`config.mk`:
```
export PLATFORM = sky130hd
export DESIGN_NAME = xmodem_packet_receiver
export DESIGN_NICKNAME = d
export VERILOG_FILES = /design/src/rtl/xpr_pkg.sv /design/src/rtl/xpr_front.sv /design/src/rtl/xpr_queue.sv /design/src/rtl/xpr_back.sv /design/src/rtl/xmodem_packet_receiver.sv
export SDC_FILE = /design/constraint.sdc
export NUM_CORES = 1
export LEC_CHECK = 0
export BUFFER_PORTS_ARGS = -buffer_cell sky130_fd_sc_hd__buf_4
export CORE_ASPECT_RATIO = 0.5
export CORE_MARGIN = 2
export CORE_UTILIZATION = 63
export CTS_BUF_LIST = sky130_fd_sc_hd__clkbuf_4
export CTS_CLUSTER_DIAMETER = 100
export CTS_CLUSTER_SIZE = 25
export DETAILED_ROUTE_END_ITERATION = 10
export PLACE_DENSITY = 0.94
export SYNTH_ARGS = -nofsm -noshare
export SYNTH_HDL_FRONTEND = slang
export SYNTH_HIERARCHICAL = 1
export SYNTH_SLANG_ARGS = --single-unit
export TNS_END_PERCENT = 50
```
`constraint.sdc`:
```
create_clock -name clk -period 3.5 [get_ports clk]
set_input_delay 0.35 -clock clk [delete_from_list [all_inputs] [get_ports clk]]
set_output_delay 0.35 -clock clk [all_outputs]
set_load 0.03 [all_outputs]
```
`src/rtl/xpr_pkg.sv`:
```
`default_nettype none

package xpr_pkg;

  localparam int PacketBytes = 128;
  localparam int QueueDepth  = 2;

  localparam logic [7:0]  CODE_SOH = 8'h01;
  localparam logic [7:0]  CODE_EOT = 8'h04;
  localparam logic [15:0] CRC_POLY = 16'h1021;
  localparam logic [7:0]  SUM_GOOD = 8'd255;

  localparam logic [1:0] EV_DATA = 2'd0;
  localparam logic [1:0] EV_GOOD = 2'd1;
  localparam logic [1:0] EV_BAD  = 2'd2;
  localparam logic [1:0] EV_END  = 2'd3;

  localparam logic [2:0] OP_BLOCK   = 3'd0;
  localparam logic [2:0] OP_INVERSE = 3'd1;
  localparam logic [2:0] OP_DATA    = 3'd2;
  localparam logic [2:0] OP_TRAIL1  = 3'd3;
  localparam logic [2:0] OP_TRAIL2  = 3'd4;
  localparam logic [2:0] OP_EOT     = 3'd5;

  typedef struct packed {
    logic [2:0] op_kind;
    logic       mode;
    logic [7:0] rx_byte;
    logic [6:0] index;
  } op_t;

  typedef struct packed {
    logic valid;
    op_t  op;
  } q_head_t;

  function automatic logic [15:0] crc_add_byte(input logic [15:0] crc, input logic [7:0] b);
    logic [15:0] c;
    c = crc ^ {b, 8'h00};
    for (int k = 0; k < 8; k++) begin
      if (c[15]) begin
        c = {c[14:0], 1'b0} ^ CRC_POLY;
      end else begin
        c = {c[14:0], 1'b0};
      end
    end
    return c;
  endfunction

endpackage

`default_nettype wire

```
`src/rtl/xpr_front.sv`:
```
`default_nettype none

module xpr_front import xpr_pkg::*; (
  input  wire logic       clk,
  input  wire logic       rst_n,
  input  wire logic       in_valid,
  output logic            in_ready,
  input  wire logic [7:0] in_rx_byte,
  input  wire logic       crc_mode,
  input  wire logic       q_full,
  output logic            push,
  output op_t             push_op
);

  localparam logic [2:0] PH_IDLE   = 3'd0;
  localparam logic [2:0] PH_BLOCK  = 3'd1;
  localparam logic [2:0] PH_INV    = 3'd2;
  localparam logic [2:0] PH_DATA   = 3'd3;
  localparam logic [2:0] PH_TRAIL1 = 3'd4;
  localparam logic [2:0] PH_TRAIL2 = 3'd5;

  logic [2:0] phase_r, phase_nxt;
  logic [6:0] count_r, count_nxt;
  logic       accept;
  logic       emit;

  assign in_ready = !q_full;
  assign accept   = in_valid && in_ready;
  assign push     = accept && emit;

  always_comb begin
    phase_nxt       = phase_r;
    count_nxt       = count_r;
    emit            = 1'b1;
    push_op.op_kind = OP_EOT;
    push_op.mode    = crc_mode;
    push_op.rx_byte = in_rx_byte;
    push_op.index   = count_r;
    unique case (phase_r)
      PH_BLOCK: begin
        push_op.op_kind = OP_BLOCK;
        phase_nxt       = PH_INV;
      end
      PH_INV: begin
        push_op.op_kind = OP_INVERSE;
        count_nxt       = '0;
        phase_nxt       = PH_DATA;
      end
      PH_DATA: begin
        push_op.op_kind = OP_DATA;
        count_nxt       = count_r + 7'd1;
        if (count_r == 7'(PacketBytes - 1)) begin
          phase_nxt = PH_TRAIL1;
        end
      end
      PH_TRAIL1: begin
        push_op.op_kind = OP_TRAIL1;
        phase_nxt       = crc_mode ? PH_TRAIL2 : PH_IDLE;
      end
      PH_TRAIL2: begin
        push_op.op_kind = OP_TRAIL2;
        phase_nxt       = PH_IDLE;
      end
      default: begin
        phase_nxt = PH_IDLE;
        if (in_rx_byte == CODE_SOH) begin
          phase_nxt = PH_BLOCK;
          emit      = 1'b0;
        end else if (in_rx_byte == CODE_EOT) begin
          push_op.op_kind = OP_EOT;
        end else begin
          emit = 1'b0;
        end
      end
    endcase
  end

  always_ff @(posedge clk) begin
    if (!rst_n) begin
      phase_r <= PH_IDLE;
      count_r <= '0;
    end else if (accept) begin
      phase_r <= phase_nxt;
      count_r <= count_nxt;
    end
  end

endmodule

`default_nettype wire

```
`src/rtl/xpr_queue.sv`:
```
`default_nettype none

module xpr_queue import xpr_pkg::*; (
  input  wire logic clk,
  input  wire logic rst_n,
  input  wire logic push,
  input  wire op_t  push_op,
  input  wire logic pop,
  output logic      full,
  output q_head_t   head
);

  localparam int PtrW = $clog2(QueueDepth);
  localparam int CntW = $clog2(QueueDepth + 1);

  op_t             mem_r [QueueDepth];
  logic [PtrW-1:0] wr_ptr_r;
  logic [PtrW-1:0] rd_ptr_r;
  logic [CntW-1:0] count_r;

  assign full       = (count_r == CntW'(QueueDepth));
  assign head.valid = (count_r != '0);
  assign head.op    = mem_r[rd_ptr_r];

  always_ff @(posedge clk) begin
    if (push) begin
      mem_r[wr_ptr_r] <= push_op;
    end
  end

  always_ff @(posedge clk) begin
    if (!rst_n) begin
      wr_ptr_r <= '0;
      rd_ptr_r <= '0;
      count_r  <= '0;
    end else begin
      if (push) begin
        wr_ptr_r <= (wr_ptr_r == PtrW'(QueueDepth - 1)) ? '0 : wr_ptr_r + PtrW'(1);
      end
      if (pop) begin
        rd_ptr_r <= (rd_ptr_r == PtrW'(QueueDepth - 1)) ? '0 : rd_ptr_r + PtrW'(1);
      end
      if (push && !pop) begin
        count_r <= count_r + CntW'(1);
      end else if (pop && !push) begin
        count_r <= count_r - CntW'(1);
      end
    end
  end

endmodule

`default_nettype wire

```
`src/rtl/xpr_back.sv`:
```
`default_nettype none

module xpr_back import xpr_pkg::*; (
  input  wire logic    clk,
  input  wire logic    rst_n,
  input  wire q_head_t head,
  output logic         pop,
  output logic         out_valid,
  input  wire logic    out_ready,
  output logic [1:0]   out_event_kind,
  output logic [7:0]   out_data_byte,
  output logic [6:0]   out_byte_index
);

  logic        out_valid_r, out_valid_nxt;
  logic [1:0]  kind_r, kind_nxt;
  logic [7:0]  data_r, data_nxt;
  logic [6:0]  index_r, index_nxt;
  logic [7:0]  block_sum_r, block_sum_nxt;
  logic [15:0] check_r, check_nxt;
  logic [7:0]  trail_hi_r, trail_hi_nxt;
  logic        emit;
  logic        good;
  op_t         op;

  assign op  = head.op;
  assign pop = head.valid && (!out_valid_r || out_ready);

  assign out_valid      = out_valid_r;
  assign out_event_kind = kind_r;
  assign out_data_byte  = data_r;
  assign out_byte_index = index_r;

  always_comb begin
    block_sum_nxt = block_sum_r;
    check_nxt     = check_r;
    trail_hi_nxt  = trail_hi_r;
    emit          = 1'b0;
    good          = 1'b0;
    kind_nxt      = EV_END;
    data_nxt      = '0;
    index_nxt     = '0;
    unique case (op.op_kind)
      OP_BLOCK: begin
        block_sum_nxt = op.rx_byte;
      end
      OP_INVERSE: begin
        block_sum_nxt = block_sum_r + op.rx_byte;
        check_nxt     = '0;
      end
      OP_DATA: begin
        if (op.mode) begin
          check_nxt = crc_add_byte(check_r, op.rx_byte);
        end else begin
          check_nxt = {8'h00, check_r[7:0] + op.rx_byte};
        end
        emit      = 1'b1;
        kind_nxt  = EV_DATA;
        data_nxt  = op.rx_byte;
        index_nxt = op.index;
      end
      OP_TRAIL1: begin
        if (op.mode) begin
          trail_hi_nxt = op.rx_byte;
        end else begin
          good     = (op.rx_byte == check_r[7:0]) && (block_sum_r == SUM_GOOD);
          emit     = 1'b1;
          kind_nxt = good ? EV_GOOD : EV_BAD;
        end
      end
      OP_TRAIL2: begin
        good     = ({trail_hi_r, op.rx_byte} == check_r) && (block_sum_r == SUM_GOOD);
        emit     = 1'b1;
        kind_nxt = good ? EV_GOOD : EV_BAD;
      end
      default: begin
        emit     = 1'b1;
        kind_nxt = EV_END;
      end
    endcase
  end

  always_comb begin
    out_valid_nxt = out_valid_r;
    if (pop) begin
      out_valid_nxt = emit;
    end else if (out_ready) begin
      out_valid_nxt = 1'b0;
    end
  end

  always_ff @(posedge clk) begin
    if (!rst_n) begin
      out_valid_r <= 1'b0;
    end else begin
      out_valid_r <= out_valid_nxt;
    end
  end

  always_ff @(posedge clk) begin
    if (pop) begin
      block_sum_r <= block_sum_nxt;
      check_r     <= check_nxt;
      trail_hi_r  <= trail_hi_nxt;
      if (emit) begin
        kind_r  <= kind_nxt;
        data_r  <= data_nxt;
        index_r <= index_nxt;
      end
    end
  end

endmodule

`default_nettype wire

```
`src/rtl/xmodem_packet_receiver.sv`:
```
// A byte accepted at the input is written into a queue entry and then into the output
// register before its result appears on the output ports.
// Throughput: one byte per cycle while the two-beat queue is not full; in_ready drops when it is.
// Reset is synchronous and active low; it empties the queue, returns the receiver to waiting
// for a start byte and sets the mode register to CRC.
`default_nettype none

module xmodem_packet_receiver import xpr_pkg::*; (
  input  wire logic       clk,
  input  wire logic       rst_n,
  input  wire logic       in_valid,
  output logic            in_ready,
  input  wire logic [7:0] in_rx_byte,
  output logic            out_valid,
  input  wire logic       out_ready,
  output logic [1:0]      out_event_kind,
  output logic [7:0]      out_data_byte,
  output logic [6:0]      out_byte_index,
  input  wire logic       cfg_we,
  input  wire logic       cfg_wdata
);

  logic    crc_mode_r;
  logic    q_full;
  logic    push;
  op_t     push_op;
  logic    pop;
  q_head_t head;

  always_ff @(posedge clk) begin
    if (!rst_n) begin
      crc_mode_r <= 1'b1;
    end else if (cfg_we) begin
      crc_mode_r <= cfg_wdata;
    end
  end

  xpr_front u_front (
    .clk        (clk),
    .rst_n      (rst_n),
    .in_valid   (in_valid),
    .in_ready   (in_ready),
    .in_rx_byte (in_rx_byte),
    .crc_mode   (crc_mode_r),
    .q_full     (q_full),
    .push       (push),
    .push_op    (push_op)
  );

  xpr_queue u_queue (
    .clk     (clk),
    .rst_n   (rst_n),
    .push    (push),
    .push_op (push_op),
    .pop     (pop),
    .full    (q_full),
    .head    (head)
  );

  xpr_back u_back (
    .clk            (clk),
    .rst_n          (rst_n),
    .head           (head),
    .pop            (pop),
    .out_valid      (out_valid),
    .out_ready      (out_ready),
    .out_event_kind (out_event_kind),
    .out_data_byte  (out_data_byte),
    .out_byte_index (out_byte_index)
  );

endmodule

`default_nettype wire
```
# Word-level counts from Yosys, hierarchy flattened
# Memories as Yosys holds them, arrays and structs flattened. A register that Yosys moved wholly into a read port is not among the register bits.
# Index checks and enable logic that the tools add are counted.
[totals]
ff_bits = 65
mem_bits_rw = 38
inputBits = 14
memories = 1
[mem_list]
columns = ["memory", "depth", "width", "read_ports", "rd_clocked_by_memory_dff", "write_ports", "line_no", "rtl"]
rows = [
  ["u_queue.mem_r", 2, 19, 1, 1, 1, "xpr_queue.sv:16", "op_t mem_r [QueueDepth];"],
]
[classes]
addsub = 7
eq_ne = 17
mux = 50
bitwise_logic = 9
n_reduce_logical = 27
[ops]
columns = ["op", "count"]
rows = [
  ["16-bit 2-to-1 mux", 15],
  ["13-bit 2-to-1 mux", 8],
  ["16-bit case mux with 2 select lines", 1],
  ["3-bit case mux with 5 select lines", 2],
  ["3-bit inverter", 8],
  ["8-bit adder", 2],
  ["16-bit == test", 1],
  ["8-bit case mux with 2 select lines", 1],
  ["16-bit bitwise XOR", 1],
  ["7-bit case mux with 2 select lines", 1],
  ["1-bit 2-to-1 mux", 13],
  ["3-bit by 2-bit == test with 1-bit output (second input constant)", 4],
  ["2-bit nonzero test", 6],
  ["2-bit 2-to-1 mux", 5],
  ["2-bit AND reduction", 5],
  ["3-bit == test (second input constant)", 3],
  ["8-bit by 1-bit == test with 1-bit output (second input constant)", 1],
  ["8-bit by 3-bit == test with 1-bit output (second input constant)", 1],
  ["8-bit == test", 1],
  ["8-bit == test (second input constant)", 1],
  ["7-bit by 1-bit adder with 7-bit output (second input constant)", 1],
  ["7-bit == test (second input constant)", 1],
  ["1-bit logical AND", 7],
  ["3-bit by 1-bit == test with 1-bit output (second input constant)", 2],
  ["other kinds (14)", 19],
]

# Logic depth before layout (Yosys ltp)
[depth]
depth_word = 33
depth_mapped = 11
ltp_nobuf = 9

# Cells and area by module
# The synthesis kept the hierarchy.
[by_module_without_submodules]
columns = ["mod", "n_inst", "cells_per_inst", "area_per_inst_um2", "seq_area_each_um2"]
rows = [
  ["xpr_back", 1, 248, 2892.8, 1491.4],
  ["xpr_queue", 1, 81, 1592.8, 1241.2],
  ["xpr_front", 1, 89, 720.7, 200.2],
  ["xmodem_packet_receiver", 1, 3, 33.8, 20.0],
]

# Worst setup path after synthesis
# No wires, ideal clock.
[synth_path]
path_kind = "reg-to-reg"
start = "register with a tool-made name"
end = "register u_back.check_r[0], enable pin"
setup_time_ns = 0.394
arrival_ns = 2.393
setup_slack_ns = 0.713
stages_incl_launch_ff = 7
path_buffers = 2
synth_period_minus_slack_ns = 2.787
path_cell_list = "dfxtp_1 buf_2 mux2_2 nand2b_1 or2_2 buf_4 a21oi_1"
[synth_lines]
columns = ["element", "line_no", "rtl"]
rows = [
  ["to (signal assigned)", "xpr_back.sv:103", "check_r <= check_nxt;"],
  ["to (decl)", "xpr_back.sv:20", "logic [15:0] check_r, check_nxt;"],
]

==> run_results.csv <==
group,metric,value,unit
yosys,yosysWarnings,6,
flow_run,maxCapViolations,0,
cells_and_area,areaGrowthSynthToFinish,8.763,%
yosys,seq_area_frac_synth,0.5635,
pwr,peakVddDrop,326.0,uV
floorplanning,start_util,0.6526,
route,num_vias,3470,
placement,place_congestion,0.9443,
timing,tightest_slew,0.5150,ns
global_route,grt.overflow.total,0,
critical_path,max_stage_delay,0.55,ns
cells_and_area,antenna_cells,0,
min_path,min_path_type,"in2reg",
yosys,ys_ff_latch,104,
critical_path,crit_path_top_delay_cell,"dfxtp_1",
clock_network,clkSinkCount,104,
global_route,grt_pass1_vias,3320,
yosys,synth.distinct_cells,58,
timing,relSlewSlack,0.6559,
route,first_pass_iters,6,
pwr,fin_total_pwr,3.947,mW
floorplanning,core_area,8029,um2
timing,fin_worst_skew,0.01694,ns
critical_path,endpoint,"u_back/block_sum_r[7]$_DFFE_PP_",
cells_and_area,seqCellArea,2953,um2
route,drcViolationCount,0,
timing,finalMaxSlewViolations,0,
critical_path,cp_max_fo,8,
pwr,p_leak,2.083,nW
clock_network,post_cts_buffers,0,
critical_path,ff2ff_setup_slack,0.79,ns
clock_network,ctsHoldBuffers,0,
timing,period_minus_slack,2.714,ns
yosys,netlist_instances,421,
route,ant_nets,0,
yosys,syn_area_per_cell,12.45,um2
critical_path,rr_endpoint,"u_back/block_sum_r[7]$_DFFE_PP_",
min_path,min_from,"in_rx_byte[3]",
timing,min_period_over_period,0.7753,
critical_path,crit_buf_inv,0,
floorplanning,die_area,9107,um2
yosys,yosys.area.top_type,"edfxtp_1",
yosys,ys_async_sr_fraction,0,
yosys,synth_area,5240,um2
route,routed_wl,10680,um
timing,whs,0.06102,ns
cells_and_area,layout.nets,486,
critical_path,end_kind,"flip-flop",
floorplanning,rows,23,
global_route,grt_pass1_wl,17110,um
route,viasPerCell,6.088,
yosys,synthTopCellsByArea,"edfxtp_1, dfxtp_1, mux2_2",
yosys,yosysTopAreaCellShare,0.4986,
critical_path,crit_family,"compound AO/OA/AOI/OAI gates",
critical_path,cp.required,3.75,ns
clock_network,clock_path_buffers,2,
clock_network,worstSkewPairLatency,0.48,ns
pwr,powerDensity,692.5,nW/um2
clock_network,cts-buffers-inserted,9,
timing,rsz0062_at_grt,"no",
timing,setup_viol,0,
clock_network,cts_max_level,3,
critical_path,cp.depth,7,
critical_path,r2r_cells,7,
timing,hold_viol_final,0,
global_route,grt_max_degree,22,
clock_network,clkTransAtPathRegs,0.15,ns
placement,numPortBuffers,32,
clock_network,cts_root_buf,"clkbuf_4",
critical_path,start_kind,"flip-flop",
floorplanning,io_pins,33,
yosys,synth_ff_type,"edfxtp_1",
global_route,grt_antenna_before_repair,0,
critical_path,worstPathCellList,"mux2_2 > ha_1 > a211oi_1 > o21ai_0 > nand3_1 > nand4_1 > xnor2_1",
clock_network,cts_resized,0,
global_route,grt.total_usage,0.2525,
cells_and_area,drive_gt1_frac,0.2009,
yosys,synth_edf_count,87,
cells_and_area,fillers,530,
route,drt_iter0_markers,428,
cells_and_area,multi_input_area,2128,um2
status,status,"finished, final reports clean",
clock_network,cts_tree,"done",
floorplanning,die-height,68.49,um
timing,setup_tns,0,ns
floorplanning,die_w,133.0,um
timing,fmax,368.5,MHz
route,wl_per_cell,18.73,um
critical_path,critPathKind,"reg2reg",
yosys,synth_nets,454,
placement,dp_hpwl,7732,um
critical_path,worstPathArrival,2.97,ns
==> worst min-delay path by stage <==
stage | slack, ns | endpoint | cells past startpoint
floorplan | 0.41 | crc_mode_r$_SDFFE_PN1P_ | 1
global placement | 0.48 | u_queue/count_r[1]$_SDFFE_PN0P_ | 2
detailed placement | 0.50 | u_queue/count_r[1]$_SDFFE_PN0P_ | 2
CTS | 0.04 | u_queue/mem_r[1][8]$_DFFE_PP_ | 1
global route | 0.03 | u_queue/mem_r[0][10]$_DFFE_PP_ | 1
finish | 0.06 | u_queue/mem_r[0][10]$_DFFE_PP_ | 1
==> stage by stage <==
step / worst slack (ns) / utilization / area, um2 / instances
2_1_floorplan: 0.7130 / - / 5240 / 421
3_3_place_gp: 0.9266 / 0.6924 / 5559 / 554
3_5_place_dp: 0.8376 / 0.6924 / 5559 / 554
4_1_cts: 0.8069 / 0.7098 / 5699 / 570
5_1_grt: 0.6351 / 0.7098 / 5699 / 570
6_report: 0.7864 / 0.7098 / 5699 / 570
==> worst reg2reg max path, stage by stage (launching register included) <==
cell and delay [ns]:
dfxtp_1 0.55, mux2_2 0.45, ha_1 0.34, a211oi_1 0.45
o21ai_0 0.24, nand3_1 0.16, nand4_1 0.15, xnor2_1 0.15
==> layout by cell type, fill, tap and decap left out, drive strengths merged, types with 2 or more instances in the layout <==
| cell type | count |
|---|---|
| buf | 40 |
| nand2 | 20 |
| ha | 17 |
| a21boi | 4 |
| inv | 13 |
| a31oi | 3 |
| a21o | 5 |
| xnor2 | 22 |
| nor4 | 5 |
| or3 | 2 |
| o31ai | 2 |
| clkinv | 2 |
| dfxtp | 17 |
| o21bai | 2 |
| nand2b | 3 |
| a21oi | 15 |
| mux2 | 21 |
| nor2 | 30 |
| clkbuf | 10 |
| fa | 2 |
| o21a | 8 |
| nand3b | 3 |
| o21ai | 20 |
| mux2i | 3 |
| a211oi | 6 |
| nand4 | 4 |
| edfxtp | 87 |
| nand3 | 6 |
| nor3 | 11 |
| and3b | 2 |
| xor2 | 24 |
| and2 | 19 |
| or2 | 4 |
| nor3b | 3 |
| o31a | 2 |
| nor2b | 8 |
==> cell usage after synthesis (8+ instances only) <==
cell type  count
nor2b_1        8
xnor2_1       21
nor3_1        11
dfxtp_1       17
inv_1         10
edfxtp_1      87
xor2_1        23
o21a_1         8
a21oi_1       15
nand2_1       20
o21ai_0       18
buf_4         10
and2_1        19
mux2_2        21
nor2_1        30
ha_1          17
==> report_power, final <==
| group | internal, mW | switching (mW) |
|---|---|---|
| logic | 0.649 | 0.960 |
| clock network | 0.230 | 0.393 |
| registers | 1.60 | 0.113 |
| total | 2.48 | 1.47 |
==> registers in the layout (all words and copies together), names as in the netlist, named ones only <==
name / cells
u_back/trail_hi_r: 8
crc_mode_r: 1
u_queue/count_r: 2
u_queue/mem_r: 38
u_front/count_r: 7
u_queue/rd_ptr_r: 1
u_back/out_valid: 1
u_queue/wr_ptr_r: 1
u_back/block_sum_r: 8
u_front/phase_r: 3
u_back/out_byte_index: 7
u_back/check_r: 16
u_back/out_data_byte: 8
u_back/out_event_kind: 2
==> logic make-up (layout without fill, tap and decap cells) <==
logic type,count (synthesis),count (layout),share of synthesized area
fa+ha+maj,19,19,0.04823
simple gates,126,126,0.1373
xor+xnor,46,46,0.07975
flops,104,104,0.5635
buf+inv,29,66,0.03032
compound gates,73,73,0.09002
mux,24,24,0.05086
==> area by class of cell <==
| class | count | area share |
|---|---|---|
| Clock buffer | 10 | 0.01317 |
| Clock inverter | 6 | 0.01142 |
| Inverter | 10 | 0.006586 |
| Multi-Input combinational cell | 288 | 0.3734 |
| Sequential cell | 104 | 0.5181 |
| Tap cell | 112 | 0.02459 |
| Timing Repair Buffer | 40 | 0.05269 |
==> layer usage <==
layer	part of all wire	routed length, um	global-route usage	up-vias
met5	0	0	0	-
met4	0.044	468	0.1344	0
met3	0.078	830	0.06725	45
met2	0.47	5058	0.4203	178
met1	0.40	4318	0.3142	1654
li1	-	-	-	1593
(Power assumes the default switching activity.)
